`config.mk`:
```
export PLATFORM = sky130hd
export DESIGN_NAME = valve_pwm_output_conditioner
export DESIGN_NICKNAME = d
export VERILOG_FILES = /design/src/rtl/vpoc_pkg.sv /design/src/rtl/vpoc_recip.sv /design/src/rtl/vpoc_shape.sv /design/src/rtl/vpoc_duty.sv /design/src/rtl/valve_pwm_output_conditioner.sv
export SDC_FILE = /design/constraint.sdc
export NUM_CORES = 2
export LEC_CHECK = 0
export ABC_CLOCK_PERIOD_IN_PS = 13350
export BUFFER_PORTS_ARGS = -buffer_cell sky130_fd_sc_hd__buf_2
export CORE_MARGIN = 3
export CORE_UTILIZATION = 65
export DETAILED_ROUTE_END_ITERATION = 16
export HOLD_SLACK_MARGIN = 0.03
export PLACE_DENSITY_LB_ADDON = 0.12
export REMOVE_ABC_BUFFERS = 1
export SLEW_MARGIN = 20
export SYNTH_ARGS = -nofsm -noshare
export SYNTH_HDL_FRONTEND = slang
export SYNTH_SLANG_ARGS = --single-unit
```
`constraint.sdc`:
```
create_clock -name clock -period 13.35 [get_ports clock]
set_clock_uncertainty 0.1 [all_clocks]
set_input_delay 2.0025 -clock clock [delete_from_list [all_inputs] [get_ports clock]]
set_output_delay 2.0025 -clock clock [all_outputs]
set_load 0.03 [all_outputs]
```
`src/rtl/vpoc_pkg.sv`:
```
// shared types, register indexes, reset values and constant-divide helpers
// for the valve pwm output conditioner; no dependencies
package vpoc_pkg;

   localparam int FsWidth   = 16;
   localparam int PctWidth  = 7;
   localparam int RawWidth  = 18;
   localparam int IdxWidth  = 3;
   localparam int ProdWidth = 23;
   localparam int CompWidth = 17;

   // register indexes
   localparam logic [IdxWidth-1:0] RegFullScale   = 3'd0;
   localparam logic [IdxWidth-1:0] RegDeadbandPct = 3'd1;
   localparam logic [IdxWidth-1:0] RegValveMin    = 3'd2;
   localparam logic [IdxWidth-1:0] RegValveMax    = 3'd3;
   localparam logic [IdxWidth-1:0] RegHystEnable  = 3'd4;
   localparam logic [IdxWidth-1:0] RegHystPct     = 3'd5;
   localparam logic [IdxWidth-1:0] RegWindupEn    = 3'd6;

   // reset values
   localparam logic [FsWidth-1:0]  FullScaleReset = 16'd16383;
   localparam logic [PctWidth-1:0] DeadbandReset  = 7'd1;
   localparam logic [PctWidth-1:0] ValveMinReset  = 7'd50;
   localparam logic [PctWidth-1:0] ValveMaxReset  = 7'd90;

   // reciprocal of full scale, scaled by 2^RecipShift
   localparam int RecipShift = 23;
   localparam int RecipWidth = RecipShift + 1;
   localparam logic [RecipWidth-1:0] RecipReset =
      RecipWidth'((64'd1 << RecipShift) / 64'(FullScaleReset));

   // divide by 100 as multiply by a rounded-up reciprocal
   localparam int Div100Shift = 30;
   localparam int Div100Width = 24;
   localparam logic [63:0] Div100Num = 64'd1 << Div100Shift;
   localparam logic [Div100Width-1:0] Recip100 =
      Div100Width'((Div100Num + 64'd99) / 64'd100);

   localparam logic [PctWidth-1:0] PctHundred = 7'd100;

   typedef struct packed {
      logic [FsWidth-1:0]   full_scale;
      logic [PctWidth-1:0]  deadband_pct;
      logic [PctWidth-1:0]  duty_min_pct;
      logic [PctWidth-1:0]  duty_max_pct;
      logic                 hyst_enable;
      logic [PctWidth-1:0]  hyst_pct;
      logic                 windup_enable;
      logic [ProdWidth-1:0] deadband_fs;
      logic [CompWidth-1:0] hyst_comp;
   } cfg_type;

   typedef struct packed {
      logic                loop_active;
      logic                pressure_safe;
      logic [FsWidth-1:0]  pressure;
      logic [RawWidth-1:0] ctrl_output;
   } req_item_type;

   typedef struct packed {
      logic               windup;
      logic               safe;
      logic               active;
      logic [FsWidth-1:0] cond;
   } shape_item_type;

   typedef struct packed {
      logic               shutdown;
      logic               windup_reset;
      logic [FsWidth-1:0] conditioned_output;
      logic [FsWidth-1:0] pwm_drive;
   } rsp_item_type;

   // floor(x / 100), exact for x below 2^23
   function automatic logic [CompWidth-1:0] div100(input logic [ProdWidth-1:0] x);
      logic [ProdWidth+Div100Width-1:0] p;
      p = {{Div100Width{1'b0}}, x} * {{ProdWidth{1'b0}}, Recip100};
      return p[Div100Shift +: CompWidth];
   endfunction

endpackage

```
`src/rtl/vpoc_recip.sv`:
```
// bit-serial reciprocal unit: floor(2^23 / full_scale), one quotient bit a cycle
// depends on vpoc_pkg
module vpoc_recip (
   input  logic                                clock,
   input  logic                                reset,
   input  logic                                start,
   input  logic [vpoc_pkg::FsWidth-1:0]        divisor,
   output logic                                busy,
   output logic [vpoc_pkg::RecipWidth-1:0]     recip
);
   import vpoc_pkg::*;

   localparam int CntWidth = $clog2(RecipWidth);
   localparam logic [CntWidth-1:0] TopBit = CntWidth'(RecipWidth - 1);

   logic                  busy_ff;
   logic [CntWidth-1:0]   cnt_ff;
   logic [FsWidth:0]      rem_ff, rem_in;
   logic [FsWidth-1:0]    div_ff;
   logic [RecipWidth-1:0] quo_ff;
   logic [FsWidth:0]      rem_sh;
   logic                  qbit;

   always_comb begin
      rem_sh = {rem_ff[FsWidth-1:0], (cnt_ff == TopBit)};
      qbit   = (rem_sh >= {1'b0, div_ff});
      rem_in = qbit ? (rem_sh - {1'b0, div_ff}) : rem_sh;
   end

   always_ff @(posedge clock) begin
      if (reset) begin
         busy_ff <= 1'b0;
         cnt_ff  <= '0;
         quo_ff  <= RecipReset;
      end else if (start) begin
         busy_ff <= 1'b1;
         cnt_ff  <= TopBit;
         quo_ff  <= '0;
      end else if (busy_ff) begin
         quo_ff <= {quo_ff[RecipWidth-2:0], qbit};
         if (cnt_ff == '0) begin
            busy_ff <= 1'b0;
         end else begin
            cnt_ff <= cnt_ff - 1'b1;
         end
      end
   end

   always_ff @(posedge clock) begin
      if (start) begin
         rem_ff <= '0;
         div_ff <= divisor;
      end else if (busy_ff) begin
         rem_ff <= rem_in;
      end
   end

   assign busy  = busy_ff;
   assign recip = quo_ff;

endmodule

```
`src/rtl/vpoc_shape.sv`:
```
// front pipeline: input register, clamp, anti-windup detect, hysteresis offset
// holds the pressure, direction and previous-output state; depends on vpoc_pkg
module vpoc_shape (
   input  logic                     clock,
   input  logic                     reset,
   input  vpoc_pkg::cfg_type        cfg,
   input  logic                     in_valid,
   output logic                     in_ready,
   input  vpoc_pkg::req_item_type   in_item,
   output logic                     out_valid,
   input  logic                     out_ready,
   output vpoc_pkg::shape_item_type out_item
);
   import vpoc_pkg::*;

   logic [2:0] v_ff;
   logic [2:0] load;

   req_item_type s0_ff;

   logic [FsWidth-1:0]   s1_o_ff, s1_o_in;
   logic [ProdWidth-1:0] s1_o100_ff, s1_o100_in;
   logic                 s1_rising_ff, s1_rising_in;
   logic                 s1_safe_ff, s1_active_ff;

   shape_item_type s2_ff, s2_in;

   logic [FsWidth-1:0] last_pressure_ff;
   logic               pressure_rising_ff;
   logic [FsWidth-1:0] prev_output_ff;

   logic                 below;
   logic                 apply_hyst;
   logic [FsWidth:0]     diff;
   logic [FsWidth+1:0]   sum;
   logic [FsWidth-1:0]   o_hyst;

   always_comb begin
      load[2] = !v_ff[2] || out_ready;
      load[1] = !v_ff[1] || load[2];
      load[0] = !v_ff[0] || load[1];
   end

   // clamp to [0, full_scale] and pressure direction
   always_comb begin
      if (s0_ff.ctrl_output[RawWidth-1]) begin
         s1_o_in = '0;
      end else if (s0_ff.ctrl_output[RawWidth-2:0] > {1'b0, cfg.full_scale}) begin
         s1_o_in = cfg.full_scale;
      end else begin
         s1_o_in = s0_ff.ctrl_output[FsWidth-1:0];
      end
      s1_o100_in   = {{(ProdWidth-FsWidth){1'b0}}, s1_o_in} * ProdWidth'(PctHundred);
      s1_rising_in = s0_ff.pressure > last_pressure_ff;
   end

   // windup flag, hysteresis offset, conditioned output
   always_comb begin
      if (cfg.full_scale == '0) begin
         below = (cfg.deadband_pct != '0);
      end else begin
         below = s1_o100_ff < cfg.deadband_fs;
      end
      apply_hyst = s1_active_ff && cfg.hyst_enable && (s1_rising_ff != pressure_rising_ff);
      diff = {1'b0, s1_o_ff} - cfg.hyst_comp;
      sum  = {2'b0, s1_o_ff} + {1'b0, cfg.hyst_comp};
      if (s1_rising_ff) begin
         o_hyst = ({1'b0, s1_o_ff} < cfg.hyst_comp) ? '0 : diff[FsWidth-1:0];
      end else begin
         o_hyst = (sum > {2'b0, cfg.full_scale}) ? cfg.full_scale : sum[FsWidth-1:0];
      end
      s2_in.safe   = s1_safe_ff;
      s2_in.active = s1_active_ff;
      s2_in.windup = cfg.windup_enable && s1_active_ff &&
                     ((below && (s1_o_ff < prev_output_ff)) ||
                      ((s1_o_ff >= cfg.full_scale) && (s1_o_ff > prev_output_ff)));
      if (!s1_active_ff) begin
         s2_in.cond = prev_output_ff;
      end else if (apply_hyst) begin
         s2_in.cond = o_hyst;
      end else begin
         s2_in.cond = s1_o_ff;
      end
   end

   always_ff @(posedge clock) begin
      if (reset) begin
         v_ff               <= '0;
         last_pressure_ff   <= '0;
         pressure_rising_ff <= 1'b0;
         prev_output_ff     <= '0;
      end else begin
         if (load[0]) v_ff[0] <= in_valid;
         if (load[1]) v_ff[1] <= v_ff[0];
         if (load[2]) v_ff[2] <= v_ff[1];
         if (v_ff[0] && load[1]) begin
            last_pressure_ff <= s0_ff.pressure;
         end
         if (v_ff[1] && load[2]) begin
            prev_output_ff <= s2_in.cond;
            if (apply_hyst) begin
               pressure_rising_ff <= s1_rising_ff;
            end
         end
      end
   end

   always_ff @(posedge clock) begin
      if (load[0]) begin
         s0_ff <= in_item;
      end
      if (load[1]) begin
         s1_o_ff      <= s1_o_in;
         s1_o100_ff   <= s1_o100_in;
         s1_rising_ff <= s1_rising_in;
         s1_safe_ff   <= s0_ff.pressure_safe;
         s1_active_ff <= s0_ff.loop_active;
      end
      if (load[2]) begin
         s2_ff <= s2_in;
      end
   end

   assign in_ready  = load[0];
   assign out_valid = v_ff[2];
   assign out_item  = s2_ff;

endmodule

```
`src/rtl/vpoc_duty.sv`:
```
// back pipeline: whole percent of full scale, duty window mapping, drive select
// holds the last drive; last stage is the result register; depends on vpoc_pkg
module vpoc_duty (
   input  logic                              clock,
   input  logic                              reset,
   input  vpoc_pkg::cfg_type                 cfg,
   input  logic [vpoc_pkg::RecipWidth-1:0]   recip,
   input  logic                              in_valid,
   output logic                              in_ready,
   input  vpoc_pkg::shape_item_type          in_item,
   output logic                              out_valid,
   input  logic                              out_ready,
   output vpoc_pkg::rsp_item_type            out_item
);
   import vpoc_pkg::*;

   localparam int NumStages = 8;

   typedef struct packed {
      logic [FsWidth-1:0]   cond;
      logic [ProdWidth-1:0] n100;
      logic [PctWidth-1:0]  q0;
      logic [ProdWidth-1:0] qf;
      logic [PctWidth-1:0]  pct;
      logic                 below;
      logic signed [15:0]   ps;
      logic [PctWidth-1:0]  mapped;
      logic [ProdWidth-1:0] mf;
      logic [FsWidth-1:0]   drive;
      logic                 windup;
      logic                 safe;
      logic                 active;
   } stage_type;

   logic [NumStages-1:0] v_ff;
   logic [NumStages:0]   load;
   stage_type            st_ff [NumStages];
   stage_type            st_in [NumStages];
   logic [FsWidth-1:0]   held_ff;

   logic [ProdWidth+RecipWidth-1:0] nm;
   logic [ProdWidth-1:0]            fsx;
   logic [ProdWidth-1:0]            rem;
   logic signed [7:0]               span;
   logic signed [15:0]              pct_s, span_s;
   logic [15:0]                     mag;
   logic [CompWidth-1:0]            qd_full;
   logic [PctWidth-1:0]             qd;
   logic signed [8:0]               sq, m9;
   logic [CompWidth-1:0]            duty_full;
   logic [FsWidth-1:0]              duty;

   always_comb begin
      load[NumStages] = out_ready;
      for (int k = NumStages - 1; k >= 0; k--) begin
         load[k] = !v_ff[k] || load[k+1];
      end
   end

   always_comb begin
      fsx = {{(ProdWidth-FsWidth){1'b0}}, cfg.full_scale};

      // output times 100
      st_in[0]        = '0;
      st_in[0].cond   = in_item.cond;
      st_in[0].windup = in_item.windup;
      st_in[0].safe   = in_item.safe;
      st_in[0].active = in_item.active;
      st_in[0].n100   = {{(ProdWidth-FsWidth){1'b0}}, in_item.cond} * ProdWidth'(PctHundred);

      // quotient estimate through the reciprocal, low by at most one
      st_in[1]    = st_ff[0];
      nm          = {{RecipWidth{1'b0}}, st_ff[0].n100} * {{ProdWidth{1'b0}}, recip};
      st_in[1].q0 = nm[RecipShift +: PctWidth];

      st_in[2]    = st_ff[1];
      st_in[2].qf = {{FsWidth{1'b0}}, st_ff[1].q0} * fsx;

      // correction step and deadband test
      st_in[3] = st_ff[2];
      rem      = st_ff[2].n100 - st_ff[2].qf;
      if (cfg.full_scale == '0) begin
         st_in[3].pct = '0;
      end else if (rem >= fsx) begin
         st_in[3].pct = st_ff[2].q0 + 1'b1;
      end else begin
         st_in[3].pct = st_ff[2].q0;
      end
      st_in[3].below = st_in[3].pct < cfg.deadband_pct;

      // percent times duty span
      st_in[4]    = st_ff[3];
      span        = $signed({1'b0, cfg.duty_max_pct}) - $signed({1'b0, cfg.duty_min_pct});
      pct_s       = $signed({9'b0, st_ff[3].pct});
      span_s      = {{8{span[7]}}, span};
      st_in[4].ps = pct_s * span_s;

      // signed divide by 100 toward zero, offset, clamp to [0, 100]
      st_in[5] = st_ff[4];
      mag      = st_ff[4].ps[15] ? 16'(-st_ff[4].ps) : 16'(st_ff[4].ps);
      qd_full  = div100({{(ProdWidth-16){1'b0}}, mag});
      qd       = qd_full[PctWidth-1:0];
      sq       = st_ff[4].ps[15] ? -$signed({2'b0, qd}) : $signed({2'b0, qd});
      m9       = $signed({2'b0, cfg.duty_min_pct}) + sq;
      if (m9 < 9'sd0) begin
         st_in[5].mapped = '0;
      end else if (m9 > $signed({2'b0, PctHundred})) begin
         st_in[5].mapped = PctHundred;
      end else begin
         st_in[5].mapped = m9[PctWidth-1:0];
      end

      st_in[6]    = st_ff[5];
      st_in[6].mf = {{FsWidth{1'b0}}, st_ff[5].mapped} * fsx;

      // drive select
      st_in[7]  = st_ff[6];
      duty_full = div100(st_ff[6].mf);
      duty      = duty_full[FsWidth-1:0];
      if (!st_ff[6].safe) begin
         st_in[7].drive = '0;
      end else if (!st_ff[6].active) begin
         st_in[7].drive = held_ff;
      end else if (st_ff[6].below) begin
         st_in[7].drive = '0;
      end else begin
         st_in[7].drive = duty;
      end
   end

   always_ff @(posedge clock) begin
      if (reset) begin
         v_ff    <= '0;
         held_ff <= '0;
      end else begin
         if (load[0]) v_ff[0] <= in_valid;
         for (int k = 1; k < NumStages; k++) begin
            if (load[k]) v_ff[k] <= v_ff[k-1];
         end
         if (v_ff[NumStages-2] && load[NumStages-1]) begin
            held_ff <= st_in[NumStages-1].drive;
         end
      end
   end

   always_ff @(posedge clock) begin
      for (int k = 0; k < NumStages; k++) begin
         if (load[k]) st_ff[k] <= st_in[k];
      end
   end

   assign in_ready  = load[0];
   assign out_valid = v_ff[NumStages-1];

   always_comb begin
      out_item.pwm_drive          = st_ff[NumStages-1].drive;
      out_item.conditioned_output = st_ff[NumStages-1].cond;
      out_item.windup_reset       = st_ff[NumStages-1].windup;
      out_item.shutdown           = !st_ff[NumStages-1].safe;
   end

endmodule

```
`src/rtl/valve_pwm_output_conditioner.sv`:
```
// top level of the valve pwm output conditioner: register file, derived
// constants, reciprocal unit and the two pipeline halves
// depends on vpoc_pkg, vpoc_recip, vpoc_shape, vpoc_duty
//
// usage
//   req channel: one transaction per control tick, tdata holds from bit 0 up
//     ctrl_output[17:0] signed, pressure[33:18], pressure_safe[34],
//     loop_active[35], zero fill to 40 bits
//   rsp channel: one transaction per request, tdata holds from bit 0 up
//     pwm_drive[15:0], conditioned_output[31:16], windup_reset[32],
//     shutdown[33], zero fill to 40 bits
//   csr channel: csr_index selects the register, csr_data the value;
//     always ready, write only while no request is in flight;
//     req_tready is low while a csr write is offered
// the response comes from the 11-register pipeline (3 front, 8 back
// stages); one request is accepted every cycle while responses are taken
// and no csr write or reciprocal computation holds req_tready low
// a full_scale write starts the serial reciprocal unit, which computes
// one quotient bit a cycle; req_tready is low meanwhile
// reset clears valid bits and held state, loads the register defaults
// and the reciprocal reset value, so requests are taken right after reset
// a stalled response stays in the result register; the stages behind it
// keep filling bubbles and req_tready drops once every stage is full
module valve_pwm_output_conditioner (
   input  logic                              clock,
   input  logic                              reset,
   input  logic                              req_tvalid,
   output logic                              req_tready,
   input  logic [39:0] req_tdata,  // ctrl_output, pressure, pressure_safe, loop_active
   output logic                              rsp_tvalid,
   input  logic                              rsp_tready,
   output logic [39:0] rsp_tdata,  // pwm_drive, conditioned_output, windup_reset, shutdown
   input  logic                              csr_valid,
   output logic                              csr_ready,
   input  logic [vpoc_pkg::IdxWidth-1:0]     csr_index,
   input  logic [vpoc_pkg::FsWidth-1:0]      csr_data
);
   import vpoc_pkg::*;

   cfg_type              cfg;
   logic [FsWidth-1:0]   full_scale_ff;
   logic [PctWidth-1:0]  deadband_ff, valve_min_ff, valve_max_ff, hyst_pct_ff;
   logic                 hyst_enable_ff, windup_enable_ff;
   logic [ProdWidth-1:0] deadband_fs_ff, hyst_prod_ff;
   logic [CompWidth-1:0] hyst_comp_ff;

   logic                  csr_write;
   logic                  recip_busy;
   logic [RecipWidth-1:0] recip;

   req_item_type   req_item;
   shape_item_type mid_item;
   rsp_item_type   rsp_item;
   logic           shape_ready, mid_valid, mid_ready;

   assign csr_ready = 1'b1;
   assign csr_write = csr_valid && csr_ready;

   always_ff @(posedge clock) begin
      if (reset) begin
         full_scale_ff    <= FullScaleReset;
         deadband_ff      <= DeadbandReset;
         valve_min_ff     <= ValveMinReset;
         valve_max_ff     <= ValveMaxReset;
         hyst_enable_ff   <= 1'b0;
         hyst_pct_ff      <= '0;
         windup_enable_ff <= 1'b0;
      end else if (csr_write) begin
         unique case (csr_index)
            RegFullScale:   full_scale_ff    <= csr_data;
            RegDeadbandPct: deadband_ff      <= csr_data[PctWidth-1:0];
            RegValveMin:    valve_min_ff     <= csr_data[PctWidth-1:0];
            RegValveMax:    valve_max_ff     <= csr_data[PctWidth-1:0];
            RegHystEnable:  hyst_enable_ff   <= csr_data[0];
            RegHystPct:     hyst_pct_ff      <= csr_data[PctWidth-1:0];
            RegWindupEn:    windup_enable_ff <= csr_data[0];
            default: ;
         endcase
      end
   end

   // deadband threshold and hysteresis offset, refreshed every cycle
   always_ff @(posedge clock) begin
      if (reset) begin
         deadband_fs_ff <= ProdWidth'(FullScaleReset) * ProdWidth'(DeadbandReset);
         hyst_prod_ff   <= '0;
         hyst_comp_ff   <= '0;
      end else begin
         deadband_fs_ff <= {{(ProdWidth-FsWidth){1'b0}}, full_scale_ff} *
                           {{(ProdWidth-PctWidth){1'b0}}, deadband_ff};
         hyst_prod_ff   <= {{(ProdWidth-FsWidth){1'b0}}, full_scale_ff} *
                           {{(ProdWidth-PctWidth){1'b0}}, hyst_pct_ff};
         hyst_comp_ff   <= div100(hyst_prod_ff);
      end
   end

   always_comb begin
      cfg.full_scale    = full_scale_ff;
      cfg.deadband_pct  = deadband_ff;
      cfg.duty_min_pct  = valve_min_ff;
      cfg.duty_max_pct  = valve_max_ff;
      cfg.hyst_enable   = hyst_enable_ff;
      cfg.hyst_pct      = hyst_pct_ff;
      cfg.windup_enable = windup_enable_ff;
      cfg.deadband_fs   = deadband_fs_ff;
      cfg.hyst_comp     = hyst_comp_ff;
   end

   vpoc_recip u_recip (
      .clock   (clock),
      .reset   (reset),
      .start   (csr_write && (csr_index == RegFullScale)),
      .divisor (csr_data),
      .busy    (recip_busy),
      .recip   (recip)
   );

   assign req_item   = req_tdata[$bits(req_item_type)-1:0];
   assign req_tready = shape_ready && !recip_busy && !csr_valid;

   vpoc_shape u_shape (
      .clock     (clock),
      .reset     (reset),
      .cfg       (cfg),
      .in_valid  (req_tvalid && !recip_busy && !csr_valid),
      .in_ready  (shape_ready),
      .in_item   (req_item),
      .out_valid (mid_valid),
      .out_ready (mid_ready),
      .out_item  (mid_item)
   );

   vpoc_duty u_duty (
      .clock     (clock),
      .reset     (reset),
      .cfg       (cfg),
      .recip     (recip),
      .in_valid  (mid_valid),
      .in_ready  (mid_ready),
      .in_item   (mid_item),
      .out_valid (rsp_tvalid),
      .out_ready (rsp_tready),
      .out_item  (rsp_item)
   );

   assign rsp_tdata = {{(40 - $bits(rsp_item_type)){1'b0}}, rsp_item};

   a_busy_blocks_req: assert property (@(posedge clock) disable iff (reset)
      recip_busy |-> !req_tready)
      else $error("request taken while reciprocal is being computed");

   a_fs_write_stalls: assert property (@(posedge clock) disable iff (reset)
      (csr_write && (csr_index == RegFullScale)) |=> !req_tready)
      else $error("full_scale write did not stall the request channel");

   a_shutdown_zero: assert property (@(posedge clock) disable iff (reset)
      (rsp_tvalid && rsp_item.shutdown) |-> (rsp_item.pwm_drive == '0))
      else $error("shutdown response with nonzero drive");

   a_windup_enabled: assert property (@(posedge clock) disable iff (reset)
      (rsp_tvalid && rsp_item.windup_reset) |-> windup_enable_ff)
      else $error("windup reset flagged while detection is disabled");

endmodule

```
==> flow_metrics.env <==
export IMPL_synth_ff_type="edfxtp_1"
export IMPL_critPathLaunchType="flop"
export IMPL_rr_worst_depth=39
export IMPL_hold_violations=0
export IMPL_fin_nets=10506
export IMPL_crit_fanout=11
export IMPL_grt_max_degree=69
export IMPL_drc=0
export IMPL_synth_edff_count=423
export IMPL_place_gp_congestion=0.944
export IMPL_postCtsResizedCells=0
export IMPL_min_path_type="flop to flop"
export IMPL_clk_pin_slew_worst_paths_ns=0.06
export IMPL_cts_root_buffer="clkbuf_16"
export IMPL_nFillCells=9547
export IMPL_cts_sinks=638
export IMPL_cts_setup_buffers=0
export IMPL_yosys_warnings=0
export IMPL_relSlewSlack=0.320
export IMPL_use_met2=0.513
export IMPL_slew_viol_final=0
export IMPL_critPathSlowestCell="edfxtp_1"
export IMPL_synth_seq_cells=638
export IMPL_tritoncts="done"
export IMPL_multi_input_area_sq_mm=0.0562
export IMPL_coreArea_sq_mm=0.122
export IMPL_r2r_start="u_duty.st_ff[1][49]"
export IMPL_required_ns=13.74
export IMPL_maxCapViolCount=0
export IMPL_drive_above_1_share=0.0446
export IMPL_ios=107
export IMPL_grt_pass1_wl_microns=312000
export IMPL_ys_seq_area_frac=0.211
export IMPL_setup_viol=0
export IMPL_met3_usage=0.0463
export IMPL_r2r_end="u_duty.st_ff[1][186]"
export IMPL_hold_buffers=0
export IMPL_grtUsageTotal=0.310
export IMPL_synth_cells=8073
export IMPL_dp_hpwl_microns=154000
export IMPL_crit_path_frequent_cell="fa_1"
export IMPL_die_area_sq_mm=0.128
export IMPL_port_buffers=95
export IMPL_rows=128
export IMPL_grt_busiest_layer="met2"
export IMPL_cts_buffers=75
export IMPL_crit_start="u_duty.st_ff[1][49]"
export IMPL_firstDrtPassIters=5
export IMPL_fmax_ghz=0.0915
export IMPL_crit_arrival_ns=11.32
export IMPL_cpPeakStageDelay_ns=0.66
export IMPL_synthTopCellsByArea="fa_1 (28%), ha_1 (20%), edfxtp_1 (16%), inv_1 (7.7%), dfxtp_1 (5.3%)"
export IMPL_rsz0062_at_grt="no"
export IMPL_fin_crit_sh=0.819
export IMPL_cts_max_level=3
export IMPL_yosysUniqueCellTypes=92
export IMPL_ff_latch_area_sq_mm=0.0170
export IMPL_grt_antenna_before_repair=12
export IMPL_hold_start="u_duty.st_ff[0][425]"
export IMPL_async_flop_share=0
export IMPL_postRouteAntennaNets=0
export IMPL_fin_tns_setup_ns=0
export IMPL_cp_endpoint="u_duty.st_ff[1][186]"
export IMPL_die_w_microns=358
export IMPL_final_cell_mix="inv_1 (1659), ha_1 (1271), fa_1 (1125), nand2_1 (843), edfxtp_1 (423)"
export IMPL_avgViaCountPerCell=5.69
export IMPL_area_growth_pct=5.53
export IMPL_syn_area_sq_mm=0.0806
export IMPL_outcome="complete, no violations"
export IMPL_synth_top_area_share=0.280
export IMPL_synth_largest_area_cell="fa_1"
export IMPL_ff2ff_setup_slack_ns=2.42
export IMPL_clockBufferDepth=3
export IMPL_postSynthAreaPerCell_sq_um=9.98
export IMPL_num_vias=55355
export IMPL_die_h_microns=358
export IMPL_overflow=0
export IMPL_wl_per_cell_microns=19.6
export IMPL_critPathKind="flop to flop"
export IMPL_crit_path_end_kind="flop"
export IMPL_mostFrequentLayoutCell="inv_1"
export IMPL_initial_utilization=0.659
export IMPL_min_period_ns=10.93
export IMPL_dr_first_iter_drc_count=3778
export IMPL_tightest_slew_ns=1.02
export IMPL_grt_pass1_vias=58811
export IMPL_grtUsageMet1=0.421
export IMPL_wl_microns=191000
export IMPL_clkLatencyLatePin_ns=0.67
==> synth_stat cells, types with 13 or more instances <==
cell / count
inv_1: 1661
ha_1: 1271
fa_1: 1125
nand2_1: 846
edfxtp_1: 423
nor2_1: 325
and2_1: 278
a21oi_1: 253
dfxtp_1: 215
clkbuf_1: 209
xnor2_1: 187
o21ai_0: 128
nor3_1: 97
nand3_1: 95
mux2i_1: 87
a21o_1: 85
xor2_1: 81
o21a_1: 62
nor2b_1: 53
and3_1: 49
buf_4: 41
o211ai_1: 39
nand2b_1: 37
nand4_1: 36
or2_2: 35
a211oi_1: 34
a31oi_1: 26
or3_1: 25
o21bai_1: 24
a211o_1: 14
nor4_1: 14
o31ai_1: 14
a2111oi_0: 13
==> through the flow <==
stage	cells	worst slack, ns	utilization	cell area (sq um)	hold slack, ns
after detailed placement	9594	2.44	0.673	82400	0.305
after floorplan	7818	3.97	-	79400	0.300
after global placement	9594	2.58	0.673	82400	0.300
final	9736	2.42	0.695	85000	0.307
after global routing	9735	1.63	0.695	85000	0.315
after CTS	9734	2.38	0.695	85000	0.308
==> worst min-delay path by stage <==
stage | endpoint | slack, ns | cells past startpoint
finish | u_duty.st_ff[0][567] | 0.31 | 0
global route | u_duty.st_ff[0][558] | 0.32 | 0
CTS | u_duty.st_ff[0][567] | 0.31 | 0
detailed placement | u_duty.st_ff[0][272] | 0.30 | 0
global placement | u_duty.st_ff[1][410] | 0.30 | 0
floorplan | u_duty.st_ff[0][0] | 0.30 | 0
==> critical path: cells and delay by family (launching register included) <==
kind	cells	cell delay (ns)
simple gates	18	3.63
xor+xnor	5	1.28
compound gates	5	1.01
buf+inv	2	0.62
flops	1	0.66
fa+ha+maj	9	3.45
==> sequential cells by signal (all words and copies together) (netlist names), 3 cells and up <==
signal,cells
u_duty.st_ff,315
u_shape.s0_ff,36
u_recip.recip,24
deadband_fs_ff,23
hyst_prod_ff,23
u_shape.out_item,19
u_shape.s1_o100_ff,18
hyst_comp_ff,17
full_scale_ff,16
u_duty.held_ff,16
u_recip.div_ff,16
u_recip.rem_ff,16
u_shape.last_pressure_ff,16
u_shape.prev_output_ff,16
u_shape.s1_o_ff,16
u_duty.v_ff,8
deadband_ff,7
hyst_pct_ff,7
valve_max_ff,7
valve_min_ff,7
u_recip.cnt_ff,5
u_shape.v_ff,3
==> final cells by class <==
class                      instances  area share
multi-input combinational       5517       0.661
sequential                       638       0.200
inverter                        1663      0.0734
tap                             1625      0.0239
clock buffer                      93      0.0237
timing repair buffer             151      0.0106
clock inverter                    47     0.00718
antenna                            2   0.0000589
==> logic make-up after synthesis <==
family                     after synthesis  share of synthesized area
and+or+nand+nor                       1934                      0.112
other                                    2                  0.0000932
buffers and inverters                 1923                     0.0918
AOI/OAI and AO/OA                      813                     0.0666
DFF                                    638                      0.211
adders and majority gates             2396                      0.477
muxes                                   99                     0.0126
xor gates and xnor gates               268                     0.0291
==> metal layers <==
metal / wire (microns) / share of wire
met1: 80700 / 0.42
met2: 90700 / 0.48
met5: 35 / 0.00018
met4: 6720 / 0.035
met3: 12400 / 0.065
Power is left out: the tool's default activity adds up to more than one toggle a clock period on the data nets, which glitch-free logic cannot reach.
